### src/rtl/tis_pkg.sv
// shared types and constants of the turret index sequencer
package tis_pkg;

   // default number of turret positions
   localparam int POSITIONS_DEF = 6;

   // field widths
   localparam int TICK_W = 16;
   localparam int TOOL_W = 3;
   localparam int CSR_INDEX_W = 2;

   // register reset values
   localparam logic [TICK_W-1:0] CHANGE_TICKS_RST = 16'd45312;
   localparam logic [TICK_W-1:0] FIX_TICKS_RST = 16'd54687;
   localparam logic HOLD_VARIANT_RST = 1'b0;

   // register indexes
   localparam logic [CSR_INDEX_W-1:0] CSR_CHANGE_TICKS = 2'd0;
   localparam logic [CSR_INDEX_W-1:0] CSR_FIX_TICKS = 2'd1;
   localparam logic [CSR_INDEX_W-1:0] CSR_HOLD_VARIANT = 2'd2;

   // item modes
   localparam logic MODE_TICK = 1'b0;
   localparam logic MODE_CMD = 1'b1;

   // variant codes
   localparam logic VARIANT_FIXING = 1'b0;

   // sequencer phase
   typedef enum logic [1:0] {
      PH_IDLE,
      PH_CHANGE,
      PH_FIX
   } phase_type;

   // one registered input item
   typedef struct packed {
      logic              mode;
      logic [TOOL_W-1:0] tool;
   } item_type;

   // configuration registers
   typedef struct packed {
      logic [TICK_W-1:0] change_ticks;
      logic [TICK_W-1:0] fix_ticks;
      logic              hold_variant;
   } cfg_type;

endpackage

### src/rtl/tis_in_stage.sv
// input register of the turret index sequencer
module tis_in_stage (
   input  logic              clock,
   input  logic              reset,
   input  logic              req_valid,
   output logic              req_ready,
   input  logic              req_mode,
   input  logic [2:0]        req_tool,
   input  logic              advance,
   output logic              item_valid,
   output tis_pkg::item_type item
);
   import tis_pkg::*;

   logic     vld_ff, vld_in;
   item_type item_ff, item_in;

   // slot frees when the held item moves on
   assign req_ready = !vld_ff || advance;

   // next values of the input register
   always_comb begin
      vld_in  = vld_ff;
      item_in = item_ff;
      if (advance) begin
         vld_in = 1'b0;
      end
      if (req_valid && req_ready) begin
         vld_in       = 1'b1;
         item_in.mode = req_mode;
         item_in.tool = req_tool;
      end
   end

   // control register
   always_ff @(posedge clock) begin
      if (reset) begin
         vld_ff <= 1'b0;
      end else begin
         vld_ff <= vld_in;
      end
   end

   // payload register
   always_ff @(posedge clock) begin
      item_ff <= item_in;
   end

   assign item_valid = vld_ff;
   assign item       = item_ff;

endmodule

### src/rtl/tis_update.sv
// sequencer state and its per-item update
module tis_update #(
   parameter int POSITIONS = tis_pkg::POSITIONS_DEF
) (
   input  logic              clock,
   input  logic              reset,
   input  logic              advance,
   input  tis_pkg::item_type item,
   input  tis_pkg::cfg_type  cfg,
   output logic              change_drive,
   output logic              fixing_drive,
   output logic              hold_drive,
   output logic              done_res,
   output logic [2:0]        position,
   output logic [2:0]        steps_left
);
   import tis_pkg::*;

   localparam int RW = $clog2(POSITIONS);
   localparam int PCW = $clog2(POSITIONS + 1);
   localparam int CW = (PCW > TOOL_W) ? PCW : TOOL_W;
   localparam int RXW = (RW > 3) ? RW : 3;

   phase_type         phase_ff, phase_in;
   logic [TOOL_W-1:0] pos_ff, pos_in;
   logic [RW-1:0]     rem_ff, rem_in;
   logic [TICK_W-1:0] tick_ff, tick_in;
   logic              done_ff, done_in;
   logic              change_ff, change_in;
   logic              fixing_ff, fixing_in;
   logic              hold_ff, hold_in;

   logic [CW-1:0]     tool_ext, pos_ext, diff, steps_full;
   logic [RW-1:0]     steps, rem_dec;
   logic              in_range;
   logic [RXW-1:0]    rem_ext;

   // forward step count modulo the position count
   always_comb begin
      tool_ext   = CW'(item.tool);
      pos_ext    = CW'(pos_ff);
      diff       = tool_ext - pos_ext;
      in_range   = (item.tool != '0) && (tool_ext <= CW'(POSITIONS));
      steps_full = (tool_ext >= pos_ext) ? diff : (diff + CW'(POSITIONS));
      steps      = steps_full[RW-1:0];
      rem_dec    = (rem_ff != '0) ? (rem_ff - RW'(1)) : rem_ff;
   end

   // next state for one command or one tick
   always_comb begin
      phase_in  = phase_ff;
      pos_in    = pos_ff;
      rem_in    = rem_ff;
      tick_in   = tick_ff;
      done_in   = done_ff;
      change_in = change_ff;
      fixing_in = fixing_ff;
      hold_in   = hold_ff;
      if (item.mode == MODE_CMD) begin
         // new target restarts the sequence, same target ignored
         if (in_range && (item.tool != pos_ff)) begin
            pos_in    = item.tool;
            rem_in    = steps;
            done_in   = 1'b0;
            phase_in  = PH_CHANGE;
            tick_in   = '0;
            change_in = 1'b1;
            if (cfg.hold_variant != VARIANT_FIXING) begin
               hold_in = 1'b0;
            end
         end
      end else begin
         case (phase_ff)
            PH_CHANGE: begin
               if (tick_ff != cfg.change_ticks) begin
                  tick_in = tick_ff + TICK_W'(1);
               end else begin
                  phase_in  = PH_FIX;
                  tick_in   = '0;
                  change_in = 1'b0;
                  if (cfg.hold_variant == VARIANT_FIXING) begin
                     fixing_in = 1'b1;
                  end
               end
            end
            PH_FIX: begin
               if (tick_ff != cfg.fix_ticks) begin
                  tick_in = tick_ff + TICK_W'(1);
               end else begin
                  tick_in = '0;
                  if (cfg.hold_variant == VARIANT_FIXING) begin
                     fixing_in = 1'b0;
                  end else begin
                     hold_in = 1'b1;
                  end
                  rem_in = rem_dec;
                  if (rem_dec == '0) begin
                     phase_in = PH_IDLE;
                     done_in  = 1'b1;
                  end else begin
                     // next index step
                     phase_in  = PH_CHANGE;
                     change_in = 1'b1;
                     if (cfg.hold_variant != VARIANT_FIXING) begin
                        hold_in = 1'b0;
                     end
                  end
               end
            end
            default: begin
               phase_in = phase_ff;
            end
         endcase
      end
   end

   // state registers, updated once per item
   always_ff @(posedge clock) begin
      if (reset) begin
         phase_ff  <= PH_IDLE;
         pos_ff    <= TOOL_W'(1);
         rem_ff    <= '0;
         tick_ff   <= '0;
         done_ff   <= 1'b1;
         change_ff <= 1'b0;
         fixing_ff <= 1'b0;
         hold_ff   <= 1'b1;
      end else if (advance) begin
         phase_ff  <= phase_in;
         pos_ff    <= pos_in;
         rem_ff    <= rem_in;
         tick_ff   <= tick_in;
         done_ff   <= done_in;
         change_ff <= change_in;
         fixing_ff <= fixing_in;
         hold_ff   <= hold_in;
      end
   end

   // state doubles as the result register
   assign rem_ext      = RXW'(rem_ff);
   assign steps_left   = rem_ext[2:0];
   assign position     = pos_ff;
   assign change_drive = change_ff;
   assign fixing_drive = fixing_ff;
   assign hold_drive   = hold_ff;
   assign done_res     = done_ff;

endmodule

### src/rtl/turret_index_sequencer_core.sv
// turret index sequencer top level
// path: a req item passes the input register, then the result register, before rsp_valid rises
// throughput: one item per cycle while rsp_ready is high, the result register is the sequencer state itself
// a result waiting on rsp_ready stalls the next update, the input register still takes one item
// reset: synchronous, active high; outputs idle, position 1, done and hold high
// reset loads change_ticks 45312, fix_ticks 54687, hold_variant 0
module turret_index_sequencer_core #(
   parameter int POSITIONS = tis_pkg::POSITIONS_DEF
) (
   input  logic        clock,
   input  logic        reset,
   input  logic        req_valid,
   output logic        req_ready,
   input  logic        req_mode,
   input  logic [2:0]  req_tool,
   output logic        rsp_valid,
   input  logic        rsp_ready,
   output logic        rsp_change_drive,
   output logic        rsp_fixing_drive,
   output logic        rsp_hold_drive,
   output logic        rsp_done_res,
   output logic [2:0]  rsp_position,
   output logic [2:0]  rsp_steps_left,
   input  logic        csr_valid,
   output logic        csr_ready,
   input  logic [1:0]  csr_index,
   input  logic [15:0] csr_data
);
   import tis_pkg::*;

   item_type item;
   cfg_type  cfg_ff;
   logic     item_valid, advance, rsp_vld_ff;

   // configuration writes always land at once
   assign csr_ready = 1'b1;

   always_ff @(posedge clock) begin
      if (reset) begin
         cfg_ff.change_ticks <= CHANGE_TICKS_RST;
         cfg_ff.fix_ticks    <= FIX_TICKS_RST;
         cfg_ff.hold_variant <= HOLD_VARIANT_RST;
      end else if (csr_valid && csr_ready) begin
         case (csr_index)
            CSR_CHANGE_TICKS: cfg_ff.change_ticks <= csr_data;
            CSR_FIX_TICKS:    cfg_ff.fix_ticks    <= csr_data;
            CSR_HOLD_VARIANT: cfg_ff.hold_variant <= csr_data[0];
            default:          cfg_ff              <= cfg_ff;
         endcase
      end
   end

   // item moves on when the result slot is free or draining
   assign advance = item_valid && (!rsp_vld_ff || rsp_ready);

   tis_in_stage u_in_stage (
      .clock      (clock),
      .reset      (reset),
      .req_valid  (req_valid),
      .req_ready  (req_ready),
      .req_mode   (req_mode),
      .req_tool   (req_tool),
      .advance    (advance),
      .item_valid (item_valid),
      .item       (item)
   );

   tis_update #(
      .POSITIONS (POSITIONS)
   ) u_update (
      .clock        (clock),
      .reset        (reset),
      .advance      (advance),
      .item         (item),
      .cfg          (cfg_ff),
      .change_drive (rsp_change_drive),
      .fixing_drive (rsp_fixing_drive),
      .hold_drive   (rsp_hold_drive),
      .done_res     (rsp_done_res),
      .position     (rsp_position),
      .steps_left   (rsp_steps_left)
   );

   // result valid flag
   always_ff @(posedge clock) begin
      if (reset) begin
         rsp_vld_ff <= 1'b0;
      end else if (advance) begin
         rsp_vld_ff <= 1'b1;
      end else if (rsp_ready) begin
         rsp_vld_ff <= 1'b0;
      end
   end

   assign rsp_valid = rsp_vld_ff;

endmodule

### config.mk
export PLATFORM = sky130hd
export DESIGN_NAME = turret_index_sequencer_core
export DESIGN_NICKNAME = d
export VERILOG_FILES = /design/src/rtl/tis_pkg.sv /design/src/rtl/tis_in_stage.sv /design/src/rtl/tis_update.sv /design/src/rtl/turret_index_sequencer_core.sv
export SDC_FILE = /design/constraint.sdc
export NUM_CORES = 1
export LEC_CHECK = 0
export BUFFER_PORTS_ARGS = -buffer_cell sky130_fd_sc_hd__buf_2
export CAP_MARGIN = 20
export CORE_MARGIN = 1.5
export CORE_UTILIZATION = 40
export CTS_CLUSTER_SIZE = 24
export DETAILED_ROUTE_END_ITERATION = 7
export PLACE_DENSITY = 0.59
export SLEW_MARGIN = 20
export SYNTH_ARGS = -nofsm -noshare
export SYNTH_HDL_FRONTEND = slang
export SYNTH_SLANG_ARGS = --single-unit
### constraint.sdc
create_clock -name clock -period 2.12 [get_ports clock]
set_input_delay 0.53 -clock clock [delete_from_list [all_inputs] [get_ports clock]]
set_output_delay 0.53 -clock clock [all_outputs]
set_load 0.03 [all_outputs]
==> reports/summary.txt, run 1 <==
First-pass GRT wire length = 14700 um
DR vias/cell = 5.23
Endpoint class of the critical path = flip-flop
Fmax = 0.488 GHz
Routed Antenna Nets = 0
Die area = 0.00949 sq mm
DP HPWL = 6520 um
Clk_lat worst skew = 0.35 ns
Status = completed
Clock sinks = 67
# rows = 34
CP Max Fanout = 3
Layout area overhead = 20.1%
Post-layout util = 49.4%
Commonest non-fill, non-tap cell in the layout = nand2_1
TritonCTS clock tree = done
CTS Buf Count = 9
Worst hold slack = 0.363 ns
Maximum Capacitance Violations = 0
Boundary pin count = 40
Finished Cell Area = 0.00428 sq mm
Worst setup path start = u_update.steps_left[1]$_SDFFE_PP0P_
Hold_sp = req_tool[0]
Post-synth top flop = dfxtp_1
#FFs+latches synth = 67
Syn Nets = 476
Nets = 528
Final wirelength = 8910 um
Initial Util = 41.1%
PortBufs = 38
Setup CP Type = reg2reg
Initial DRC Count = 155
RD Place Congestion = 0.818
DR vias = 3167
Reg-to-reg startpoint = u_update.steps_left[1]$_SDFFE_PP0P_
H-tree levels = 3
EDFF count, synth = 4
Ys async rst share = 0%
Global Route Usage Sum = 19.3%
WP data required = 2.35 ns
Crit path launch type = flip-flop
Hold Path Stages = 1
Layout cells sized above 1 = 24.3%
Fin crit period = 2.05 ns
Synth warn = 0
Lkg Pwr = 0.00175 uW
Library cells used by synthesis = 53
Chip height = 97.4 um
Placed cell area = 0.00399 sq mm
Drt pass-1 iters = 4
Largest net degree at the start of global routing = 20
Commonest cells after routing, fill and taps aside = nand2_1, dfxtp_1, nand3_1, buf_2, buf_4
Drt drc = 0
R2r setup slk = 0.07 ns
Maximum VDD drop = 0.413 mV
Die Span X = 97.4 um
Clk buf depth = 2
Clock tree root buffer cell = clkbuf_8
Sequential fraction of the synthesis area = 38.7%
Final slew viol count = 0
# diodes = 0
Post-Syn Area = 0.00357 sq mm
Final setup vio count = 0
Crit share post-route = 96.7%
Avg WL per Cell = 14.7 um
Mapped Cells = 441
RSZ-0062 raised after global routing = yes
# fillers = 887
Arrival time at the worst endpoint = 2.29 ns
Initial antenna violation count = 0
Number of global-route vias before repair = 3022
Core Box Area = 0.00868 sq mm
Syn Area/Cell = 8.09 sq um
Final hold vios = 0
Clock Skew = 0.0130 ns
Worst Hold Class = in2reg
Power Density = 669 mW/mm^2
Total gr overflow = 0
Clk slew on worst S/H paths = 0.08 ns
R2R cell count = 9
[synth_stat cells (2+ instances only)]
cell        n  area, sq um
or3_1       5         31.3
a31oi_1    11         68.8
buf_4       2         15.0
nor2_1     24         90.1
nand3b_1    7         52.6
nand2b_1    2         12.5
buf_2       9         45.0
ha_1        7         87.6
inv_1      14         52.6
xor2_1     18          158
xnor2_1    18          158
or3b_2      2         17.5
or2_2       3         18.8
o31ai_1     2         15.0
o21ai_1     2         10.0
nand4_1     4         25.0
a311oi_1    2         17.5
a22oi_1     2         15.0
nor4_2      5         62.6
edfxtp_1    4          120
mux2i_1     8         80.1
nor2b_1     2         12.5
o2bb2ai_2   2         30.0
nor3_1      2         10.0
nand2_1    94          353
buf_6       3         33.8
o211ai_1    3         22.5
clkbuf_1   17         63.8
o21ai_0     7         35.0
dfxtp_1    63         1260
nand3_1    38          190
and3_1      2         12.5
and2_1      4         25.0
a21oi_1    29          145
nor3b_1     5         37.5
a211o_1     2         17.5
[kinds of logic (layout without fill, tap and decap cells)]
group | count (synthesis) | after routing | share of synthesized area (%)
AO/OA/AOI/OAI | 68 | 68 | 12.1
XOR/XNOR | 36 | 36 | 8.84
adder cells (fa/ha/maj) | 8 | 8 | 3.02
buffers and inverters | 47 | 104 | 6.14
flip-flops | 67 | 67 | 38.7
multiplexers | 8 | 8 | 2.25
other | 1 | 1 | 0.105
AND/OR/NAND/NOR | 206 | 206 | 28.8
[routing by layer]
layer	part of all wire [%]	global-route usage, %
met1	50	27.6
met4	0.68	6.59
met3	3.5	2.88
met2	46	29.5
met5	0	0
[flip-flops by register name (all words and copies together) (netlist names)]
register	count
u_update.phase_ff	2
u_update.fixing_drive	1
u_in_stage.item	4
rsp_valid	1
u_update.steps_left	3
u_in_stage.item_valid	1
u_update.position	3
cfg_ff	33
u_update.done_res	1
u_update.hold_drive	1
u_update.change_drive	1
u_update.tick_ff	16
[final timing paths]
check | endpoint
min reg2reg | cfg_ff[14]$_SDFFE_PP0P_
max | u_update.change_drive$_SDFFE_PP0P_
min | u_in_stage.item[0]$_DFFE_PP_
max reg2reg | u_update.change_drive$_SDFFE_PP0P_
[layout make-up]
cell class              instances  area, sq um  share of cell area [%]
clock buffers                   9          124                    2.89
inverters                      15         56.3                    1.31
clock inverters                 7         81.3                    1.90
multi-input cells             327         2050                    47.8
well taps                     108          135                    3.15
repair buffers                 73          453                    10.6
flip-flops and latches         67         1390                    32.4
[where the power goes]
part	internal, uW	switching, uW	total (uW)	leakage, uW
Combinational	159	229	388	0.00109
Sequential	1310	34.3	1350	0.000555
Clock	565	566	1130	0.000103
[worst max-delay path, cell delays in order, from the launching register on]
cell and delay [ns]:
dfxtp_2 0.33, inv_2 0.07, ha_4 0.15, ha_4 0.12, or3b_2 0.43, a21o_1 0.18
and2_4 0.17, o31ai_4 0.23, a21oi_1 0.06, o211a_1 0.21
[metrics by stage]
step	worst slack [ns]	instances	TNS [ns]	total power, uW
floorplan	-0.0257	441	-0.0257	1620
global placement	0.0471	588	0	1740
detailed placement	-0.0479	588	-0.0479	1740
CTS	0.0148	605	0	2880
global route	-0.0155	606	-0.0155	3000
finish	0.0692	606	0	2870
[what timing repair did]
action | 4_1_cts | 5_1_grt
pin swaps | 3 | 3
resized for setup | 8 | 11
hold buffers | 0 | 0
endpoints found under the setup margin | 1 | 18
buffers inserted | 1 | 1
hold endpoints to repair | 0 | 0
No activity file was read; power rests on OpenSTA's default activity.
==> inputs of run 2 (changes only) <==
--- a/config.mk
+++ b/config.mk
@@ -8,10 +8,11 @@
 export BUFFER_PORTS_ARGS = -buffer_cell sky130_fd_sc_hd__buf_2
 export CAP_MARGIN = 20
 export CORE_MARGIN = 1.5
-export CORE_UTILIZATION = 40
+export CORE_UTILIZATION = 53
 export CTS_CLUSTER_SIZE = 24
 export DETAILED_ROUTE_END_ITERATION = 7
-export PLACE_DENSITY = 0.59
+export GPL_TIMING_DRIVEN = 0
+export PLACE_DENSITY = 0.75
 export SLEW_MARGIN = 20
 export SYNTH_ARGS = -nofsm -noshare
 export SYNTH_HDL_FRONTEND = slang
==> reports/summary.txt, run 2 (synthesized netlist as in run 1, its figures left out) <==
Status = completed (unchanged)
Slew margin rel. = 35.4%
Final setup vio count = 0 (unchanged)
Die area = 0.00723 sq mm (was 0.00949 sq mm)
Initial Util = 55.5% (was 41.1%)
Chip height = 85.0 um (was 97.4 um)
Setup CP Type = reg2reg (unchanged)
Clk_lat worst skew = 0.35 ns (about the same)
Final hold vios = 0 (unchanged)
Final wirelength = 8750 um (was 8910 um)
Endpoint class of the critical path = flip-flop (unchanged)
Most used cell, CP = ha_4 (unchanged)
Lkg Pwr = 0.00172 uW (was 0.00175 uW)
Biggest register = cfg_ff (unchanged)
Maximum Capacitance Violations = 0 (unchanged)
Worst-path cell chain = inv_2, ha_4, ha_4, or3b_2, a21o_1, and2_4, o31ai_4, a21oi_1, o211a_1 (unchanged)
TritonCTS clock tree = done (unchanged)
WP data required = 2.37 ns (was 2.35 ns)
Least-Margin Pin Slew = 0.967 ns
Fmax = 0.485 GHz (was 0.488 GHz)
Commonest non-fill, non-tap cell in the layout = nand2_1 (unchanged)
Maximum VDD drop = 0.386 mV (was 0.413 mV)
Crit share post-route = 97.2% (was 96.7%)
Fin crit period = 2.06 ns (was 2.05 ns)
# diodes = 0 (unchanged)
Drt pass-1 iters = 5 (was 4)
Layout cells sized above 1 = 22.2% (was 24.3%)
Worst path bufs/invs = 1 (unchanged)
# fillers = 524 (was 887)
Global Route Usage Sum = 25.3% (was 19.3%)
Hold_sp = req_tool[0] (unchanged)
H-tree levels = 3 (unchanged)
Layout area overhead = 18.6% (was 20.1%)
CTS Buf Count = 9 (unchanged)
Boundary pin count = 40 (unchanged)
Worst Hold Class = in2reg (unchanged)
Number of global-route vias before repair = 3009 (was 3022)
CP Max Fanout = 3 (unchanged)
RD Place Congestion = 0.877 (was 0.818)
Core Box Area = 0.00642 sq mm (was 0.00868 sq mm)
Clk slew on worst S/H paths = 0.08 ns (about the same)
Drt drc = 0 (unchanged)
Area of the multi-input gates = 0.00208 sq mm (was 0.00205 sq mm)
DR vias/cell = 5.62 (was 5.23)
RSZ-0062 raised after global routing = yes (unchanged)
Clk buf depth = 2 (unchanged)
Reg-to-reg startpoint = u_update.steps_left[1]$_SDFFE_PP0P_ (unchanged)
Initial DRC Count = 211 (was 155)
Clock Skew = 0.0112 ns (was 0.0130 ns)
Setup slack after placement = -0.156 ns (was -0.0479 ns)
DR vias = 3246 (was 3167)
Final worst slack = 0.0588 ns (was 0.0692 ns)
Crit path launch type = flip-flop (unchanged)
Largest net degree at the start of global routing = 13 (was 20)
Power Density = 663 mW/mm^2 (was 669 mW/mm^2)
Arrival time at the worst endpoint = 2.31 ns (was 2.29 ns)
Max reg flops = 33 (unchanged)
Worst setup path start = u_update.steps_left[1]$_SDFFE_PP0P_ (unchanged)
First-pass GRT wire length = 14400 um (was 14700 um)
Routed Antenna Nets = 0 (unchanged)
DP HPWL = 6180 um (was 6520 um)
Placed insts = 555 (was 588)
Commonest cells after routing, fill and taps aside = nand2_1, dfxtp_1, buf_2 (was nand2_1, dfxtp_1, nand3_1, buf_2, buf_4)
Final slew viol count = 0 (unchanged)
Avg WL per Cell = 15.1 um (was 14.7 um)
PortBufs = 37 (was 38)
Post-route insts no fill = 578 (was 606)
Storage cell area = 0.00139 sq mm (unchanged)
Clock sinks = 67 (unchanged)
CP delay by family, top = compound AO/OA/AOI/OAI gates (unchanged)
Crit path max-delay cell type = or3b_2 (unchanged)
Total gr overflow = 0 (unchanged)
# rows = 29 (was 34)
Initial antenna violation count = 0 (unchanged)
Nets = 531 (was 528)
Clock tree root buffer cell = clkbuf_8 (unchanged)
Worst hold slack = 0.351 ns (was 0.363 ns)
Worst path max stage delay = 0.44 ns (was 0.43 ns)
Die Span X = 85.0 um (was 97.4 um)
run 2: cell types whose count changed in the layout (fill, tap and decap cells not counted), sizes merged:
cell	before	now
buf	73	61
clkinvlp	1	2
inv	19	14
clkinv	1	3
clkbuf	9	26
run 2: report_power, final:
part           internal (uW)  switching, uW  leakage [uW]  total (uW)
Sequential              1310           33.8      0.000555        1350
Clock                    540            516     0.0000893        1060
Combinational            164            237       0.00108         400
run 2: worst paths after layout:
kind	to	slack, ns	depth (start not counted)
max	u_update.change_drive$_SDFFE_PP0P_	0.06	9
min	u_in_stage.item[0]$_DFFE_PP_	0.35	1
max reg2reg	u_update.change_drive$_SDFFE_PP0P_	0.06	9
min reg2reg	cfg_ff[14]$_SDFFE_PP0P_	0.47	2
run 2: what timing repair did:
item,4_1_cts,5_1_grt
pin swaps,4,6
hold buffers,0,0
gates resized for setup,7,24
setup endpoints to repair,7,22
buffers inserted,7,4
run 2: metal layers:
metal / routed length, um / part of all wire [%] / vias up / GRT usage (%)
li1: - / - / 1610 / -
met4: 138 / 1.6 / 0 / 10.3
met2: 4070 / 47 / 115 / 39.5
met3: 459 / 5.2 / 14 / 3.70
met5: 0 / 0 / - / 0
met1: 4070 / 47 / 1507 / 35.2
run 2: metrics by stage:
step	setup TNS, ns	cell area (sq um)	power (uW)	util (%)
after floorplan	-0.0257	3570	1620	-
after global placement	-0.788	3850	1710	60.0
after detailed placement	-2.05	3850	1720	60.0
after CTS	-0.0385	4120	2770	64.1
after global routing	-0.0475	4230	2910	65.8
final	0	4230	2810	65.8
run 2: cell type report:
class / instances / area share (%)
Tap cell: 77 / 2.28
Buffer: 28 / 3.61
Clock inverter: 5 / 1.30
Inverter: 15 / 1.33
Multi-Input combinational cell: 327 / 49.2
Clock buffer: 11 / 3.11
Sequential cell: 67 / 32.8
Timing Repair Buffer: 48 / 6.33
==> inputs of run 3 (changes only) <==
--- a/config.mk
+++ b/config.mk
@@ -7,12 +7,14 @@
 export LEC_CHECK = 0
 export BUFFER_PORTS_ARGS = -buffer_cell sky130_fd_sc_hd__buf_2
 export CAP_MARGIN = 20
+export CELL_PAD_IN_SITES_DETAIL_PLACEMENT = 0
+export CELL_PAD_IN_SITES_GLOBAL_PLACEMENT = 1
 export CORE_MARGIN = 1.5
-export CORE_UTILIZATION = 53
+export CORE_UTILIZATION = 39
 export CTS_CLUSTER_SIZE = 24
 export DETAILED_ROUTE_END_ITERATION = 7
 export GPL_TIMING_DRIVEN = 0
-export PLACE_DENSITY = 0.75
+export PLACE_DENSITY = 0.74
 export SLEW_MARGIN = 20
 export SYNTH_ARGS = -nofsm -noshare
 export SYNTH_HDL_FRONTEND = slang
==> reports/summary.txt, run 3 (synthesized netlist as in run 1, its figures left out) <==
Crit path launch type = flip-flop (unchanged)
R2r setup slk = 0.05 ns (was 0.06 ns)
Power Density = 662 mW/mm^2 (was 663 mW/mm^2)
PortBufs = 37 (unchanged)
Fin crit period = 2.07 ns (was 2.06 ns)
Final slew viol count = 0 (unchanged)
Drt drc = 0 (unchanged)
DR vias/cell = 5.19 (was 5.62)
TritonCTS clock tree = done (unchanged)
Fmax = 0.482 GHz (was 0.485 GHz)
Nets = 534 (was 531)
RD Place Congestion = 0.750 (was 0.877)
Worst-path cell chain = inv_4, ha_4, ha_4, or3b_4, a21o_1, and2_4, o31ai_4, a21oi_1, o211a_1 (was inv_2, ha_4, ha_4, or3b_2, a21o_1, and2_4, o31ai_4, a21oi_1, o211a_1)
Maximum VDD drop = 0.361 mV (was 0.386 mV)
WP data required = 2.36 ns (was 2.37 ns)
RSZ-0062 raised after global routing = yes (unchanged)
Clk buf depth = 2 (unchanged)
Arrival time at the worst endpoint = 2.31 ns (about the same)
Clk_lat worst skew = 0.34 ns (was 0.35 ns)
H-tree levels = 3 (unchanged)
Setup CP Type = reg2reg (unchanged)
Crit path max-delay cell type = dfxtp_4 (was or3b_2)
Largest net degree at the start of global routing = 12 (was 13)
Die area = 0.00973 sq mm (was 0.00723 sq mm)
Most used cell, CP = ha_4 (unchanged)
# rows = 34 (was 29)
Worst hold slack = 0.362 ns (was 0.351 ns)
Worst R2R End = u_update.change_drive$_SDFFE_PP0P_ (unchanged)
Worst setup path start = u_update.steps_left[1]$_SDFFE_PP0P_ (unchanged)
Area of the multi-input gates = 0.00210 sq mm (was 0.00208 sq mm)
DR vias = 3174 (was 3246)
Initial Util = 40.5% (was 55.5%)
Finished Cell Area = 0.00434 sq mm (was 0.00423 sq mm)
First-pass GRT wire length = 15600 um (was 14400 um)
Final worst slack = 0.0461 ns (was 0.0588 ns)
Lkg Pwr = 0.00175 uW (was 0.00172 uW)
R2R cell count = 9 (unchanged)
Final hold vios = 0 (unchanged)
Chip height = 98.6 um (was 85.0 um)
# diodes = 0 (unchanged)
Clock tree root buffer cell = clkbuf_8 (unchanged)
Die Span X = 98.6 um (was 85.0 um)
Final setup vio count = 0 (unchanged)
Placed cell area = 0.00389 sq mm (was 0.00385 sq mm)
Layout cells sized above 1 = 23.3% (was 22.2%)
Core Box Area = 0.00881 sq mm (was 0.00642 sq mm)
Crit share post-route = 97.8% (was 97.2%)
Number of global-route vias before repair = 3115 (was 3009)
Least-Margin Pin Slew = 0.569 ns (was 0.967 ns)
CP Max Fanout = 4 (was 3)
Maximum Capacitance Violations = 0 (unchanged)
CTS Buf Count = 9 (unchanged)
Clk slew on worst S/H paths = 0.07 ns (was 0.08 ns)
Clock sinks = 67 (unchanged)
Initial DRC Count = 143 (was 211)
Commonest non-fill, non-tap cell in the layout = nand2_1 (unchanged)
Storage cell area = 0.00139 sq mm (about the same)
Worst path max stage delay = 0.36 ns (was 0.44 ns)
DP HPWL = 6630 um (was 6180 um)
Status = completed (unchanged)
Total gr overflow = 0 (unchanged)
Commonest cells after routing, fill and taps aside = nand2_1, dfxtp_1, buf_2 (unchanged)
Hold Path Stages = 1 (unchanged)
Layout area overhead = 21.8% (was 18.6%)
Slew margin rel. = 62.1% (was 35.4%)
Endpoint class of the critical path = flip-flop (unchanged)
Biggest register = cfg_ff (unchanged)
Global Route Usage Sum = 20.4% (was 25.3%)
Hold_sp = req_mode (was req_tool[0])
Fin Setup TNS = 0 ns (unchanged)
Setup slack after placement = -0.169 ns (was -0.156 ns)
CP delay by family, top = compound AO/OA/AOI/OAI gates (unchanged)
Avg WL per Cell = 15.3 um (was 15.1 um)
Worst path bufs/invs = 1 (unchanged)
Initial antenna violation count = 0 (unchanged)
Final wirelength = 9330 um (was 8750 um)
# fillers = 884 (was 524)
Reg-to-reg startpoint = u_update.steps_left[1]$_SDFFE_PP0P_ (unchanged)
Total power = 2880 uW (was 2810 uW)
Worst Hold Class = in2reg (unchanged)
Max reg flops = 33 (unchanged)
Drt pass-1 iters = 6 (was 5)
Clock Skew = 0.0111 ns (was 0.0112 ns)
Boundary pin count = 40 (unchanged)
End of the worst hold path = u_in_stage.item[3]$_DFFE_PP_ (was u_in_stage.item[0]$_DFFE_PP_)
Routed Antenna Nets = 0 (unchanged)
WP depth = 9 (unchanged)
[run 3: cell count changes in the layout (fill, tap and decap cells not counted), moves of 2 or more]
cell        change
clkinvlp_4      -2
dfxtp_4         +2
ha_4            +2
dfxtp_2         -2
inv_4           +2
clkbuf_8        +3
clkbuf_4        +3
buf_6           +2
ha_1            -2
clkbuf_1        -2
[run 3: timing repair]
item | 4_1_cts | 5_1_grt
pin swaps | 3 | 15
buffers inserted | 1 | 12
resized for setup | 11 | 29
cloned | 0 | 0
hold buffers | 0 | 0
setup endpoints to repair | 17 | 25
[run 3: per-stage QoR]
step | util (%) | std cells
floorplan | - | 441
global placement | 44.2 | 586
detailed placement | 44.2 | 586
CTS | 46.9 | 600
global route | 49.3 | 611
finish | 49.3 | 611
[run 3: worst reg2reg max path: stages, from the launching register on]
cell and delay (ns):
dfxtp_4 0.36, inv_4 0.06, ha_4 0.14, ha_4 0.13
or3b_4 0.36, a21o_1 0.21, and2_4 0.18, o31ai_4 0.24
a21oi_1 0.06, o211a_1 0.23
[run 3: how the worst max path moves through the flow]
stage	to	slack, ns
floorplan	u_update.change_drive$_SDFFE_PP0P_	-0.03
global placement	u_update.phase_ff[0]$_SDFFE_PP0P_	-0.14
detailed placement	u_update.phase_ff[0]$_SDFFE_PP0P_	-0.17
CTS	u_update.change_drive$_SDFFE_PP0P_	-0.03
global route	u_update.change_drive$_SDFFE_PP0P_	-0.02
finish	u_update.change_drive$_SDFFE_PP0P_	0.05
[run 3: layout make-up]
cell class                      count  share of cell area [%]
Buffer                             29                    3.77
Clock buffer                       13                    3.89
Clock inverter                      2                   0.806
Inverter                           15                    1.41
Multi-Input combinational cell    327                    48.2
Sequential cell                    67                    32.1
Tap cell                          108                    3.11
Timing Repair Buffer               50                    6.68
[run 3: power by group]
part           leakage (uW)  internal (uW)  switching, uW  total [uW]
Combinational       0.00108            172            241         413
Sequential         0.000555           1310           36.8        1350
Clock              0.000106            632            480        1110
Total               0.00175           2120            758        2880
[run 3: routing by layer]
layer	vias to the layer above	part of all wire, %	global-route usage [%]
li1	1618	-	-
met1	1490	50	28.2
met2	56	45	32.4
met3	10	4.0	2.98
met4	0	1.6	7.80
met5	-	0	0
